[src/design/kpsd_pkg.sv]
package kpsd_pkg;

	// Key codes that count as arrows in the pad block
	localparam logic [5:0] ARROW_A = 6'h0D;
	localparam logic [5:0] ARROW_B = 6'h08;
	localparam logic [5:0] ARROW_C = 6'h06;
	localparam logic [5:0] ARROW_D = 6'h02;

	// Configuration register indexes
	localparam logic [1:0] REG_PAD_PREFIX = 2'd0;
	localparam logic [1:0] REG_SHIFT      = 2'd1;
	localparam logic [1:0] REG_PAD_OFFSET = 2'd2;
	localparam logic [1:0] REG_CALC_OFFSET = 2'd3;

	// One decoded item: up to three events, slot 0 first.
	// count 0 means a single result with no event.
	typedef struct packed {
		logic [2:0][7:0] code;
		logic [2:0]      rel;
		logic [1:0]      count;
		logic            status;
	} kpsd_entry_t;

	// Queue status toward the back end
	typedef struct packed {
		logic empty;
		logic full;
	} kpsd_qstat_t;

endpackage

[src/design/kpsd_if.sv]
interface kpsd_req_if;
	logic       valid;
	logic       ready;
	logic       req_type;
	logic [7:0] wire_byte;

	modport source(output valid, output req_type, output wire_byte, input ready);
	modport sink(input valid, input req_type, input wire_byte, output ready);
endinterface

interface kpsd_rsp_if;
	logic       valid;
	logic       ready;
	logic       has_event;
	logic [7:0] key_code;
	logic       is_release;
	logic       status;
	logic       last;

	modport source(output valid, output has_event, output key_code, output is_release,
		output status, output last, input ready);
	modport sink(input valid, input has_event, input key_code, input is_release,
		input status, input last, output ready);
endinterface

[src/design/kpsd_front.sv]
module kpsd_front (
	input  logic                clk,
	input  logic                arst_n,
	kpsd_req_if.sink            req,
	input  logic                cfg_we,
	input  logic [1:0]          cfg_index,
	input  logic [7:0]          cfg_wdata,
	input  kpsd_pkg::kpsd_qstat_t qstat,
	output logic                push,
	output kpsd_pkg::kpsd_entry_t push_data
);
	import kpsd_pkg::*;

	localparam logic [1:0] ST_START     = 2'd0;
	localparam logic [1:0] ST_PAD       = 2'd1;
	localparam logic [1:0] ST_SHIFT     = 2'd2;
	localparam logic [1:0] ST_SHIFT_PAD = 2'd3;

	logic [6:0] pad_prefix_q;
	logic [6:0] shift_val_q;
	logic [7:0] pad_off_q;
	logic [7:0] calc_off_q;
	logic [1:0] stage_q, stage_d;
	logic [7:0] held_q, held_d;

	logic [5:0] c;
	logic       rel;
	logic       is_pad, is_shift, arrow;
	logic [7:0] pad_code, calc_code, shift_code;
	kpsd_entry_t ent;

	// Configuration registers
	always_ff @(posedge clk or negedge arst_n) begin
		if (!arst_n) begin
			pad_prefix_q <= 7'd121;
			shift_val_q  <= 7'd113;
			pad_off_q    <= 8'd64;
			calc_off_q   <= 8'd128;
		end else if (cfg_we) begin
			case (cfg_index)
				REG_PAD_PREFIX:  pad_prefix_q <= cfg_wdata[6:0];
				REG_SHIFT:       shift_val_q  <= cfg_wdata[6:0];
				REG_PAD_OFFSET:  pad_off_q    <= cfg_wdata;
				REG_CALC_OFFSET: calc_off_q   <= cfg_wdata;
				default: ;
			endcase
		end
	end

	assign req.ready = !qstat.full;
	assign push      = req.valid && req.ready;
	assign push_data = ent;

	// Byte classification
	assign c          = req.wire_byte[6:1];
	assign rel        = req.wire_byte[7];
	assign is_pad     = req.wire_byte[6:0] == pad_prefix_q;
	assign is_shift   = req.wire_byte[6:0] == shift_val_q;
	assign arrow      = c inside {ARROW_A, ARROW_B, ARROW_C, ARROW_D};
	assign pad_code   = 8'(pad_off_q + {2'b00, c});
	assign calc_code  = 8'(calc_off_q + {2'b00, c});
	assign shift_code = {2'b00, held_q[6:1]};

	// Decode one item into its event list and next state
	always_comb begin
		ent     = '0;
		stage_d = stage_q;
		held_d  = held_q;
		if (req.req_type) begin
			if (stage_q[1]) begin
				ent.code[0] = shift_code;
				ent.rel[0]  = held_q[7];
				ent.count   = 2'd1;
			end
			stage_d    = ST_START;
			ent.status = 1'b1;
		end else begin
			case (stage_q)
				ST_START: begin
					if (is_pad) begin
						stage_d = ST_PAD;
					end else if (is_shift) begin
						held_d  = req.wire_byte;
						stage_d = ST_SHIFT;
					end else begin
						ent.code[0] = {2'b00, c};
						ent.rel[0]  = rel;
						ent.count   = 2'd1;
						ent.status  = 1'b1;
					end
				end
				ST_PAD: begin
					stage_d     = ST_START;
					ent.status  = 1'b1;
					ent.code[0] = pad_code;
					ent.rel[0]  = rel;
					ent.count   = 2'd1;
					if (arrow && rel) begin
						ent.code[1] = calc_code;
						ent.rel[1]  = 1'b1;
						ent.count   = 2'd2;
					end
				end
				ST_SHIFT: begin
					if (is_pad) begin
						stage_d = ST_SHIFT_PAD;
					end else begin
						// plain shift, then the byte is read again from start
						ent.code[0] = shift_code;
						ent.rel[0]  = held_q[7];
						ent.count   = 2'd1;
						if (is_shift) begin
							held_d  = req.wire_byte;
							stage_d = ST_SHIFT;
						end else begin
							stage_d     = ST_START;
							ent.code[1] = {2'b00, c};
							ent.rel[1]  = rel;
							ent.count   = 2'd2;
							ent.status  = 1'b1;
						end
					end
				end
				default: begin
					stage_d    = ST_START;
					ent.status = 1'b1;
					if (!arrow) begin
						ent.code[0] = shift_code;
						ent.rel[0]  = held_q[7];
						ent.code[1] = pad_code;
						ent.rel[1]  = rel;
						ent.count   = 2'd2;
					end else if (held_q[7]) begin
						if (rel) begin
							ent.code[0] = pad_code;
							ent.rel[0]  = 1'b1;
							ent.code[1] = calc_code;
							ent.rel[1]  = 1'b1;
							ent.code[2] = shift_code;
							ent.rel[2]  = 1'b1;
							ent.count   = 2'd3;
						end else begin
							ent.code[0] = shift_code;
							ent.rel[0]  = 1'b1;
							ent.count   = 2'd1;
						end
					end else if (rel) begin
						ent.code[0] = pad_code;
						ent.rel[0]  = 1'b1;
						ent.code[1] = calc_code;
						ent.rel[1]  = 1'b1;
						ent.count   = 2'd2;
					end else begin
						ent.code[0] = calc_code;
						ent.count   = 2'd1;
					end
				end
			endcase
		end
	end

	// Decoder state
	always_ff @(posedge clk or negedge arst_n) begin
		if (!arst_n) begin
			stage_q <= ST_START;
			held_q  <= 8'd0;
		end else if (push) begin
			stage_q <= stage_d;
			held_q  <= held_d;
		end
	end

endmodule

[src/design/kpsd_queue.sv]
module kpsd_queue #(
	parameter int DEPTH = 2
) (
	input  logic                  clk,
	input  logic                  arst_n,
	input  logic                  push,
	input  kpsd_pkg::kpsd_entry_t push_data,
	input  logic                  pop,
	output kpsd_pkg::kpsd_entry_t head,
	output kpsd_pkg::kpsd_qstat_t qstat
);
	import kpsd_pkg::*;

	localparam int PTR_W = $clog2(DEPTH);
	localparam int CNT_W = $clog2(DEPTH + 1);

	kpsd_entry_t       mem_q [DEPTH];
	logic [PTR_W-1:0]  wr_ptr_q, rd_ptr_q;
	logic [CNT_W-1:0]  cnt_q;

	assign qstat.empty = cnt_q == '0;
	assign qstat.full  = cnt_q == CNT_W'(DEPTH);
	assign head        = mem_q[rd_ptr_q];

	// Entry storage
	always_ff @(posedge clk) begin
		if (push) begin
			mem_q[wr_ptr_q] <= push_data;
		end
	end

	// Pointers and fill count
	always_ff @(posedge clk or negedge arst_n) begin
		if (!arst_n) begin
			wr_ptr_q <= '0;
			rd_ptr_q <= '0;
			cnt_q    <= '0;
		end else begin
			if (push) begin
				wr_ptr_q <= (wr_ptr_q == PTR_W'(DEPTH - 1)) ? '0 : PTR_W'(wr_ptr_q + 1'b1);
			end
			if (pop) begin
				rd_ptr_q <= (rd_ptr_q == PTR_W'(DEPTH - 1)) ? '0 : PTR_W'(rd_ptr_q + 1'b1);
			end
			if (push && !pop) begin
				cnt_q <= CNT_W'(cnt_q + 1'b1);
			end else if (pop && !push) begin
				cnt_q <= CNT_W'(cnt_q - 1'b1);
			end
		end
	end

	a_no_overflow: assert property (@(posedge clk) disable iff (!arst_n)
		push |-> !qstat.full)
		else $error("push into full queue");
	a_no_underflow: assert property (@(posedge clk) disable iff (!arst_n)
		pop |-> !qstat.empty)
		else $error("pop from empty queue");
	a_count_bound: assert property (@(posedge clk) disable iff (!arst_n)
		cnt_q <= CNT_W'(DEPTH))
		else $error("queue count beyond depth");

endmodule

[src/design/kpsd_back.sv]
module kpsd_back (
	input  logic                  clk,
	input  logic                  arst_n,
	input  kpsd_pkg::kpsd_entry_t head,
	input  kpsd_pkg::kpsd_qstat_t qstat,
	output logic                  pop,
	kpsd_rsp_if.source            rsp
);
	import kpsd_pkg::*;

	logic [1:0] idx_q;
	logic [1:0] last_idx;
	logic       load, take, at_last;
	logic       valid_q;

	assign last_idx = (head.count == 2'd0) ? 2'd0 : 2'(head.count - 2'd1);
	assign at_last  = idx_q == last_idx;
	assign load     = !valid_q || rsp.ready;
	assign take     = load && !qstat.empty;
	assign pop      = take && at_last;
	assign rsp.valid = valid_q;

	// Slot walk over the head entry
	always_ff @(posedge clk or negedge arst_n) begin
		if (!arst_n) begin
			idx_q   <= 2'd0;
			valid_q <= 1'b0;
		end else if (load) begin
			valid_q <= !qstat.empty;
			if (take) begin
				idx_q <= at_last ? 2'd0 : 2'(idx_q + 2'd1);
			end
		end
	end

	// Output register
	always_ff @(posedge clk) begin
		if (take) begin
			rsp.has_event  <= head.count != 2'd0;
			rsp.key_code   <= head.code[idx_q];
			rsp.is_release <= head.rel[idx_q];
			rsp.last       <= at_last;
			rsp.status     <= at_last && head.status;
		end
	end

	a_idx_bound: assert property (@(posedge clk) disable iff (!arst_n)
		!qstat.empty |-> idx_q <= last_idx)
		else $error("slot index past entry count");
	a_idx_idle: assert property (@(posedge clk) disable iff (!arst_n)
		qstat.empty |-> idx_q == 2'd0)
		else $error("slot index not cleared between items");
	a_status_on_last: assert property (@(posedge clk) disable iff (!arst_n)
		(rsp.valid && rsp.status) |-> rsp.last)
		else $error("status set on a result that is not last");

endmodule

[src/design/keyboard_prefix_shift_decoder.sv]
// A result reaches rsp through the queue and then the output register after its item is accepted.
// Throughput: one item per cycle while each item gives one result and rsp is ready; an item that gives
// two or three events holds the back end until all are sent, one result per cycle while rsp is ready,
// through the single output register. The front stalls only when the queue is full.
// Reset (arst_n low, asynchronous): decoder at start, held shift byte zero, registers
// at their defaults, queue and output register empty.
module keyboard_prefix_shift_decoder #(
	parameter int QUEUE_DEPTH = 2
) (
	input  logic       clk,
	input  logic       arst_n,
	kpsd_req_if.sink   req,
	kpsd_rsp_if.source rsp,
	input  logic       cfg_we,
	input  logic [1:0] cfg_index,
	input  logic [7:0] cfg_wdata
);
	import kpsd_pkg::*;

	logic        push, pop;
	kpsd_entry_t push_data, head;
	kpsd_qstat_t qstat;

	kpsd_front u_front (
		.clk       (clk),
		.arst_n    (arst_n),
		.req       (req),
		.cfg_we    (cfg_we),
		.cfg_index (cfg_index),
		.cfg_wdata (cfg_wdata),
		.qstat     (qstat),
		.push      (push),
		.push_data (push_data)
	);

	kpsd_queue #(
		.DEPTH (QUEUE_DEPTH)
	) u_queue (
		.clk       (clk),
		.arst_n    (arst_n),
		.push      (push),
		.push_data (push_data),
		.pop       (pop),
		.head      (head),
		.qstat     (qstat)
	);

	kpsd_back u_back (
		.clk    (clk),
		.arst_n (arst_n),
		.head   (head),
		.qstat  (qstat),
		.pop    (pop),
		.rsp    (rsp)
	);

endmodule

[src/flat_wrapper.sv]
// flat-port wrapper written by rule: the top's interface ports become plain ports
module keyboard_prefix_shift_decoder_flat import kpsd_pkg::*;
#(
	parameter int QUEUE_DEPTH = 2
)
  (clk, arst_n, cfg_we, cfg_index, cfg_wdata, req_valid, req_req_type, req_wire_byte, req_ready, rsp_valid, rsp_has_event, rsp_key_code, rsp_is_release, rsp_status, rsp_last, rsp_ready);
  kpsd_req_if req_i ();
  kpsd_rsp_if rsp_i ();
  input  logic clk;
  input  logic arst_n;
  input  logic cfg_we;
  input  logic [1:0] cfg_index;
  input  logic [7:0] cfg_wdata;
  input wire logic [$bits(req_i.valid)-1:0] req_valid;
  input wire logic [$bits(req_i.req_type)-1:0] req_req_type;
  input wire logic [$bits(req_i.wire_byte)-1:0] req_wire_byte;
  output wire logic [$bits(req_i.ready)-1:0] req_ready;
  output wire logic [$bits(rsp_i.valid)-1:0] rsp_valid;
  output wire logic [$bits(rsp_i.has_event)-1:0] rsp_has_event;
  output wire logic [$bits(rsp_i.key_code)-1:0] rsp_key_code;
  output wire logic [$bits(rsp_i.is_release)-1:0] rsp_is_release;
  output wire logic [$bits(rsp_i.status)-1:0] rsp_status;
  output wire logic [$bits(rsp_i.last)-1:0] rsp_last;
  input wire logic [$bits(rsp_i.ready)-1:0] rsp_ready;
  assign req_i.valid = req_valid;
  assign req_i.req_type = req_req_type;
  assign req_i.wire_byte = req_wire_byte;
  assign req_ready = req_i.ready;
  assign rsp_valid = rsp_i.valid;
  assign rsp_has_event = rsp_i.has_event;
  assign rsp_key_code = rsp_i.key_code;
  assign rsp_is_release = rsp_i.is_release;
  assign rsp_status = rsp_i.status;
  assign rsp_last = rsp_i.last;
  assign rsp_i.ready = rsp_ready;
  keyboard_prefix_shift_decoder #(.QUEUE_DEPTH(QUEUE_DEPTH)) u_core (.clk(clk), .arst_n(arst_n), .req(req_i), .rsp(rsp_i), .cfg_we(cfg_we), .cfg_index(cfg_index), .cfg_wdata(cfg_wdata));
endmodule
[config.mk]
export PLATFORM = sky130hd
export DESIGN_NAME = keyboard_prefix_shift_decoder_flat
export DESIGN_NICKNAME = d
export VERILOG_FILES = /design/src/design/kpsd_pkg.sv /design/src/design/kpsd_if.sv /design/src/design/kpsd_front.sv /design/src/design/kpsd_queue.sv /design/src/design/kpsd_back.sv /design/src/design/keyboard_prefix_shift_decoder.sv /design/src/flat_wrapper.sv
export SDC_FILE = /design/constraint.sdc
export NUM_CORES = 1
export LEC_CHECK = 0
export ABC_CLOCK_PERIOD_IN_PS = 4420
export BUFFER_PORTS_ARGS = -buffer_cell sky130_fd_sc_hd__buf_2
export CORE_MARGIN = 2
export CORE_UTILIZATION = 50
export DETAILED_ROUTE_END_ITERATION = 6
export GPL_TIMING_DRIVEN = 0
export PLACE_DENSITY = 0.68
export SLEW_MARGIN = 10
export SYNTH_ARGS = -nofsm -noshare
export SYNTH_HDL_FRONTEND = slang
export SYNTH_SLANG_ARGS = --single-unit
[constraint.sdc]
create_clock -name clk -period 4.42 [get_ports clk]
set_input_delay 1.326 -clock clk [delete_from_list [all_inputs] [get_ports clk]]
set_output_delay 1.326 -clock clk [all_outputs]
set_load 0.02 [all_outputs]
# After elaboration in Yosys (flattened, before gate mapping)
# Memories as Yosys holds them, arrays and structs flattened.
# Cells that the tools add are included.
# op_classes
add_sub_neg	8
multipliers	0
div	0
magnitude_cmp	1
n_eq_ne	14
n_shift	0
muxes	56
n_bitwise	2
reduce_logical	29
# ops
cell	n
2-to-1 mux 8 bit	9
2-to-1 mux 16 bit	4
case mux 8 bit (3 select lines)	2
2-to-1 mux 2 bit	14
2-to-1 mux 4 bit	5
2-to-1 mux 6 bit	3
adder 8 x 6 -> 8 bit	2
binary-select mux 8 bit (select 2 bit)	1
equality test 7 bit	2
2-to-1 mux 14 bit	1
equality test 6 x 4 -> 1 bit (second input constant)	2
case mux 4 bit (3 select lines)	1
AND reduction 2 bit	6
2-to-1 mux 1 bit	10
equality test 2 bit (second input constant)	4
zero test 2 bit	4
logical AND 1 bit	7
equality test 6 x 2 -> 1 bit (second input constant)	1
equality test 6 x 3 -> 1 bit (second input constant)	1
2-to-1 mux 3 bit	2
zero test 1 bit	5
2-to-1 mux 5 bit	1
AND reduction 5 bit	1
adder 2 x 1 -> 2 bit (second input constant)	2
15 further kinds	20
# totals
register_bits	59
latch_bits	0
ram_bits	60
romBits	0
in_bits	24
wordCells	127
memories	1
# memory_table
name	depth	word_bits	rd	rd_clocked_by_memory_dff	wr	line_no	rtl
u_core.u_queue.mem_q	2	30	1	0	1	kpsd_queue.sv:17	kpsd_entry_t mem_q [DEPTH];

# Logic depth before layout (Yosys ltp)
# An unclocked memory read counts as a cell.
# logic_depth
depth_word	8
depth_mapped	10
ltp_nobuf	9

# Hierarchy
# From an unflattened synthesis, not the netlist that was laid out.
# unflattened
cells_unflattened	505
area_unflattened_um2	6223.5
# modules_own_cells
mod	n_inst	cells_per_inst	area_per_inst_um2	seq_area_each_um2
kpsd_front	1	327	3080.5	989.7
kpsd_queue	1	109	2359.8	1901.8
kpsd_back	1	69	783.3	435.4

# Worst setup path after synthesis
# Ideal clock, no wire load.
# synth_timing
path_type	input port to flip-flop
from	input req_wire_byte[1]
to	memory u_core.u_queue.mem_q[0][10] (netlist bit) (data pin)
setup_time_ps	265
arrival_time_ps	2936
setup_slack_ps	1219
stages	8
path_buffers	0
path_cell_list	ha_1 fa_1 a21o_1 a21oi_1 nor4_1 a211oi_1 o221a_2 a21oi_1
# synth_rtl
item	line_no	rtl
start: declaration	flat_wrapper.sv:16	input wire logic [$bits(req_i.wire_byte)-1:0] req_wire_byte;
end: declaration	kpsd_queue.sv:17	

==> out/results.md <==
* finished, violations left — result of the run
* design-rule violations — violations in the final reports
* 440 — number of DRC markers after the initial detailed-route iteration
* 113 µm — Die Y-Extent
* 68 x sky130_fd_sc_hd__edfxtp_1, 42 x sky130_fd_sc_hd__buf_2, 38 x sky130_fd_sc_hd__mux2_2 — most frequent cells in the layout
* 68 — number of distinct library cells after synthesis
* 0 — Setup violations, final
* 114 — synthesis-stage register bit count
* req_wire_byte[2] — worst setup path start
* 47 — pin count of the biggest net entering global routing
* 3 — number of DRC violations after detailed routing
* 53.8% — sequential-to-total area share from yosys stat
* 4 — Max H-tree Level
* 0 — residual overflow from global routing
* primary input to register — Worst Path Class, Setup
* 0 — number of antenna violations at the first check in global routing
* 5960 µm² — synthesized cell area
* register — crit path capture type
* 1.69 ns — minimum setup slack among reg-to-reg paths
* 0 — Yosys warnings
* 23.9% — worst relative slew slack
* 0.41 ns — Worst-Skew Late Latency
* 0.567 ns — setup slack after placement
* 68 — count of flip-flops with a built-in enable after synthesis
* 515 — synthesized netlist net count
* 22.4% — GRT Total Usage
* u_core.u_queue.mem_q[1][8] — worst setup path end
* 0.874 — placer's final routability congestion estimate
* built — TritonCTS clock tree
* 0 — final max-slew violation count
* 19.7 µm — wire length per cell after detailed routing
* sky130_fd_sc_hd__edfxtp_1 — Top FF cell, synth
* 292 MHz — max frequency
* 4129 — total vias in the final route
* 2 — Clock Tree Buf Depth
* 3.61 ns — CP arrival
* 51.7% — Starting Density
* 0.05 ns — clock-pin transition on the worst setup and hold timing paths
* 570 — post-layout net count
* 114 — CTS sink count
* 36 — number of buffers inserted by port buffering
* 7 — first drt pass iteration count
* 0 — Hold Violations, Final
* 0.379 mV — IR Drop Worst-Case VDD
* 6.01 — vias per std cell
* sky130_fd_sc_hd__clkbuf_16 — master cell of the clock root buffer
* 0 — CTS hold repair buffers
* 0 — count of inserted antenna diode cells
* 0 — Post-CTS Setup Inserts
* 27.6% — layout cell share with drive strength beyond 1
* 476 — Synth Instances
* 0.00653 ns — final setup skew
* 2.63 nW — leakage power of the design
* 932 — fill count
* primary input — startpoint kind of the worst setup timing path
* u_core.u_queue.mem_q[1][10] — critical register-to-register path endpoint
* 0.998 ns — final setup margin
* 0 ns — total negative setup slack
* 21800 µm — first-pass GRT wire length
* 12800 µm² — die area
* 3.42 ns — shortest clock period the worst path allows after layout
* 0 — Max-cap violations
* 4.61 ns — CP Data Required Time
* 12.5 µm² — mean cell area of the mapped netlist
* 17 — total CTS buffers
* 9850 µm — Detail Placement HPWL
* 113 µm — horizontal extent of the die
* 8 — R2R depth
* 0 — # resized after CTS
* 39 — Site Rows
* 579 nW/µm² — power per cell area
* sky130_fd_sc_hd__edfxtp_1 — most frequent standard cell in the layout excluding fill and tap cells
* false — unrepaired setup endpoints after global routing
* 0.490 ns — worst hold slack after final layout
* 11500 µm² — Core Box Area
* 1.14 ns — Slew @ Worst Pin
* u_core.u_front.pad_off_q[0] — origin of the critical flop-to-flop path
* 4105 — via count of the first global-routing pass
* register to register — class of the tightest hold or removal check
* 10 — critical path fanouts, max
* 13600 µm — wirelength, routed
* 77.4% — Final Cycle Share
* 15.3% — signed area change from the synthesized netlist to the final layout
* 38 — I/O Pins
* 40.4% — post-synthesis async set-or-reset flop share
* 0 — number of nets with antenna violations after routing
power by group:
group          leakage, nW  internal [mW]  total [mW]  switching (mW)
logic                 1.18          0.463        1.12           0.657
clock network        0.259          0.768        1.26           0.491
registers             1.19           1.47        1.60           0.121
total                 2.63           2.71        3.97            1.27
final cells by class:
| cell class | instances | area, µm² | area share (%) |
|---|---|---|---|
| inverter | 18 | 67.6 | 0.984 |
| multi-input combinational | 320 | 2560 | 37.3 |
| sequential | 114 | 3210 | 46.7 |
| buffer | 24 | 128 | 1.86 |
| tap | 143 | 179 | 2.61 |
| timing repair buffer | 36 | 180 | 2.62 |
| clock buffer | 18 | 429 | 6.25 |
| clock inverter | 14 | 114 | 1.66 |
registers in the layout (all words and copies together) (netlist names):
name,flops
u_core.u_back.idx_q,2
u_core.u_back.rsp.has_event,1
u_core.u_back.rsp.is_release,1
u_core.u_back.rsp.key_code,8
u_core.u_back.rsp.last,1
u_core.u_back.rsp.status,1
u_core.u_back.rsp.valid,1
u_core.u_front.calc_off_q,8
u_core.u_front.held_q,7
u_core.u_front.pad_off_q,8
u_core.u_front.pad_prefix_q,7
u_core.u_front.shift_val_q,7
u_core.u_front.stage_q,2
u_core.u_queue.cnt_q,2
u_core.u_queue.mem_q,56
u_core.u_queue.rd_ptr_q,1
u_core.u_queue.wr_ptr_q,1
through the flow:
| step | utilization [%] | total power, mW | cell area (µm²) | cells |
|---|---|---|---|---|
| 6_report | 59.6 | 3.97 | 6870 | 687 |
| 5_1_grt | 59.6 | 4.17 | 6870 | 687 |
| 4_1_cts | 59.6 | 4.00 | 6870 | 687 |
| 3_5_place_dp | 54.9 | 2.73 | 6320 | 655 |
| 3_3_place_gp | 54.8 | 2.69 | 6310 | 655 |
| 2_1_floorplan | - | 2.42 | 5960 | 476 |
cell families (layout without fill, tap and decap cells):
family          count (synthesis)  after routing  share of synthesized area [%]
compound gates                108            108                           13.0
fa+ha+maj                      15             15                           3.40
simple gates                  117            117                           10.8
mux                            55             55                           11.9
buf+inv                        42            110                           3.28
flops                         114            114                           53.8
xor+xnor                       25             25                           3.68
how the worst min path moves through the flow:
stage                         endpoint               startpoint  depth (start not counted)  slack (ns)
5_1_grt        u_core.u_back.rsp.valid  u_core.u_back.rsp.valid                          2        0.51
2_1_floorplan  u_core.u_queue.wr_ptr_q  u_core.u_queue.wr_ptr_q                          1        0.46
4_1_cts        u_core.u_back.rsp.valid  u_core.u_back.rsp.valid                          2        0.50
3_3_place_gp   u_core.u_back.rsp.valid  u_core.u_back.rsp.valid                          2        0.47
6_report       u_core.u_back.rsp.valid  u_core.u_back.rsp.valid                          2        0.49
3_5_place_dp   u_core.u_back.rsp.valid  u_core.u_back.rsp.valid                          2        0.48
per-layer routing:
layer / track usage (%) / vias to the layer above / routed length (µm)
met1: 27.1 / 2045 / 5760
li1: - / 1938 / -
met4: 8.05 / 0 / 232
met3: 4.87 / 21 / 532
met2: 39.4 / 125 / 7040
met5: 0 / - / 0
critical path: stages:
cell                       delay (ns)
sky130_fd_sc_hd__buf_2           0.17
sky130_fd_sc_hd__buf_6           0.16
sky130_fd_sc_hd__xor2_1          0.19
sky130_fd_sc_hd__nor4_1          0.13
sky130_fd_sc_hd__buf_2           0.20
sky130_fd_sc_hd__nor4_1          0.86
sky130_fd_sc_hd__a221oi_1        0.20
sky130_fd_sc_hd__o31ai_1         0.39
cells in the mapped netlist, drive strengths merged (12+ instances only):
cell / count / area share [%]
edfxtp: 68 / 34
buf: 13 / 1.4
a21oi: 17 / 1.4
dfrtp: 35 / 15
inv: 18 / 1.1
mux2: 38 / 7.2
xnor2: 15 / 2.2
nor2: 33 / 2.2
nand2: 20 / 1.3
nor3: 12 / 1.1
o21ai: 19 / 1.6
ha: 13 / 2.7
(Power assumes the default switching activity.)
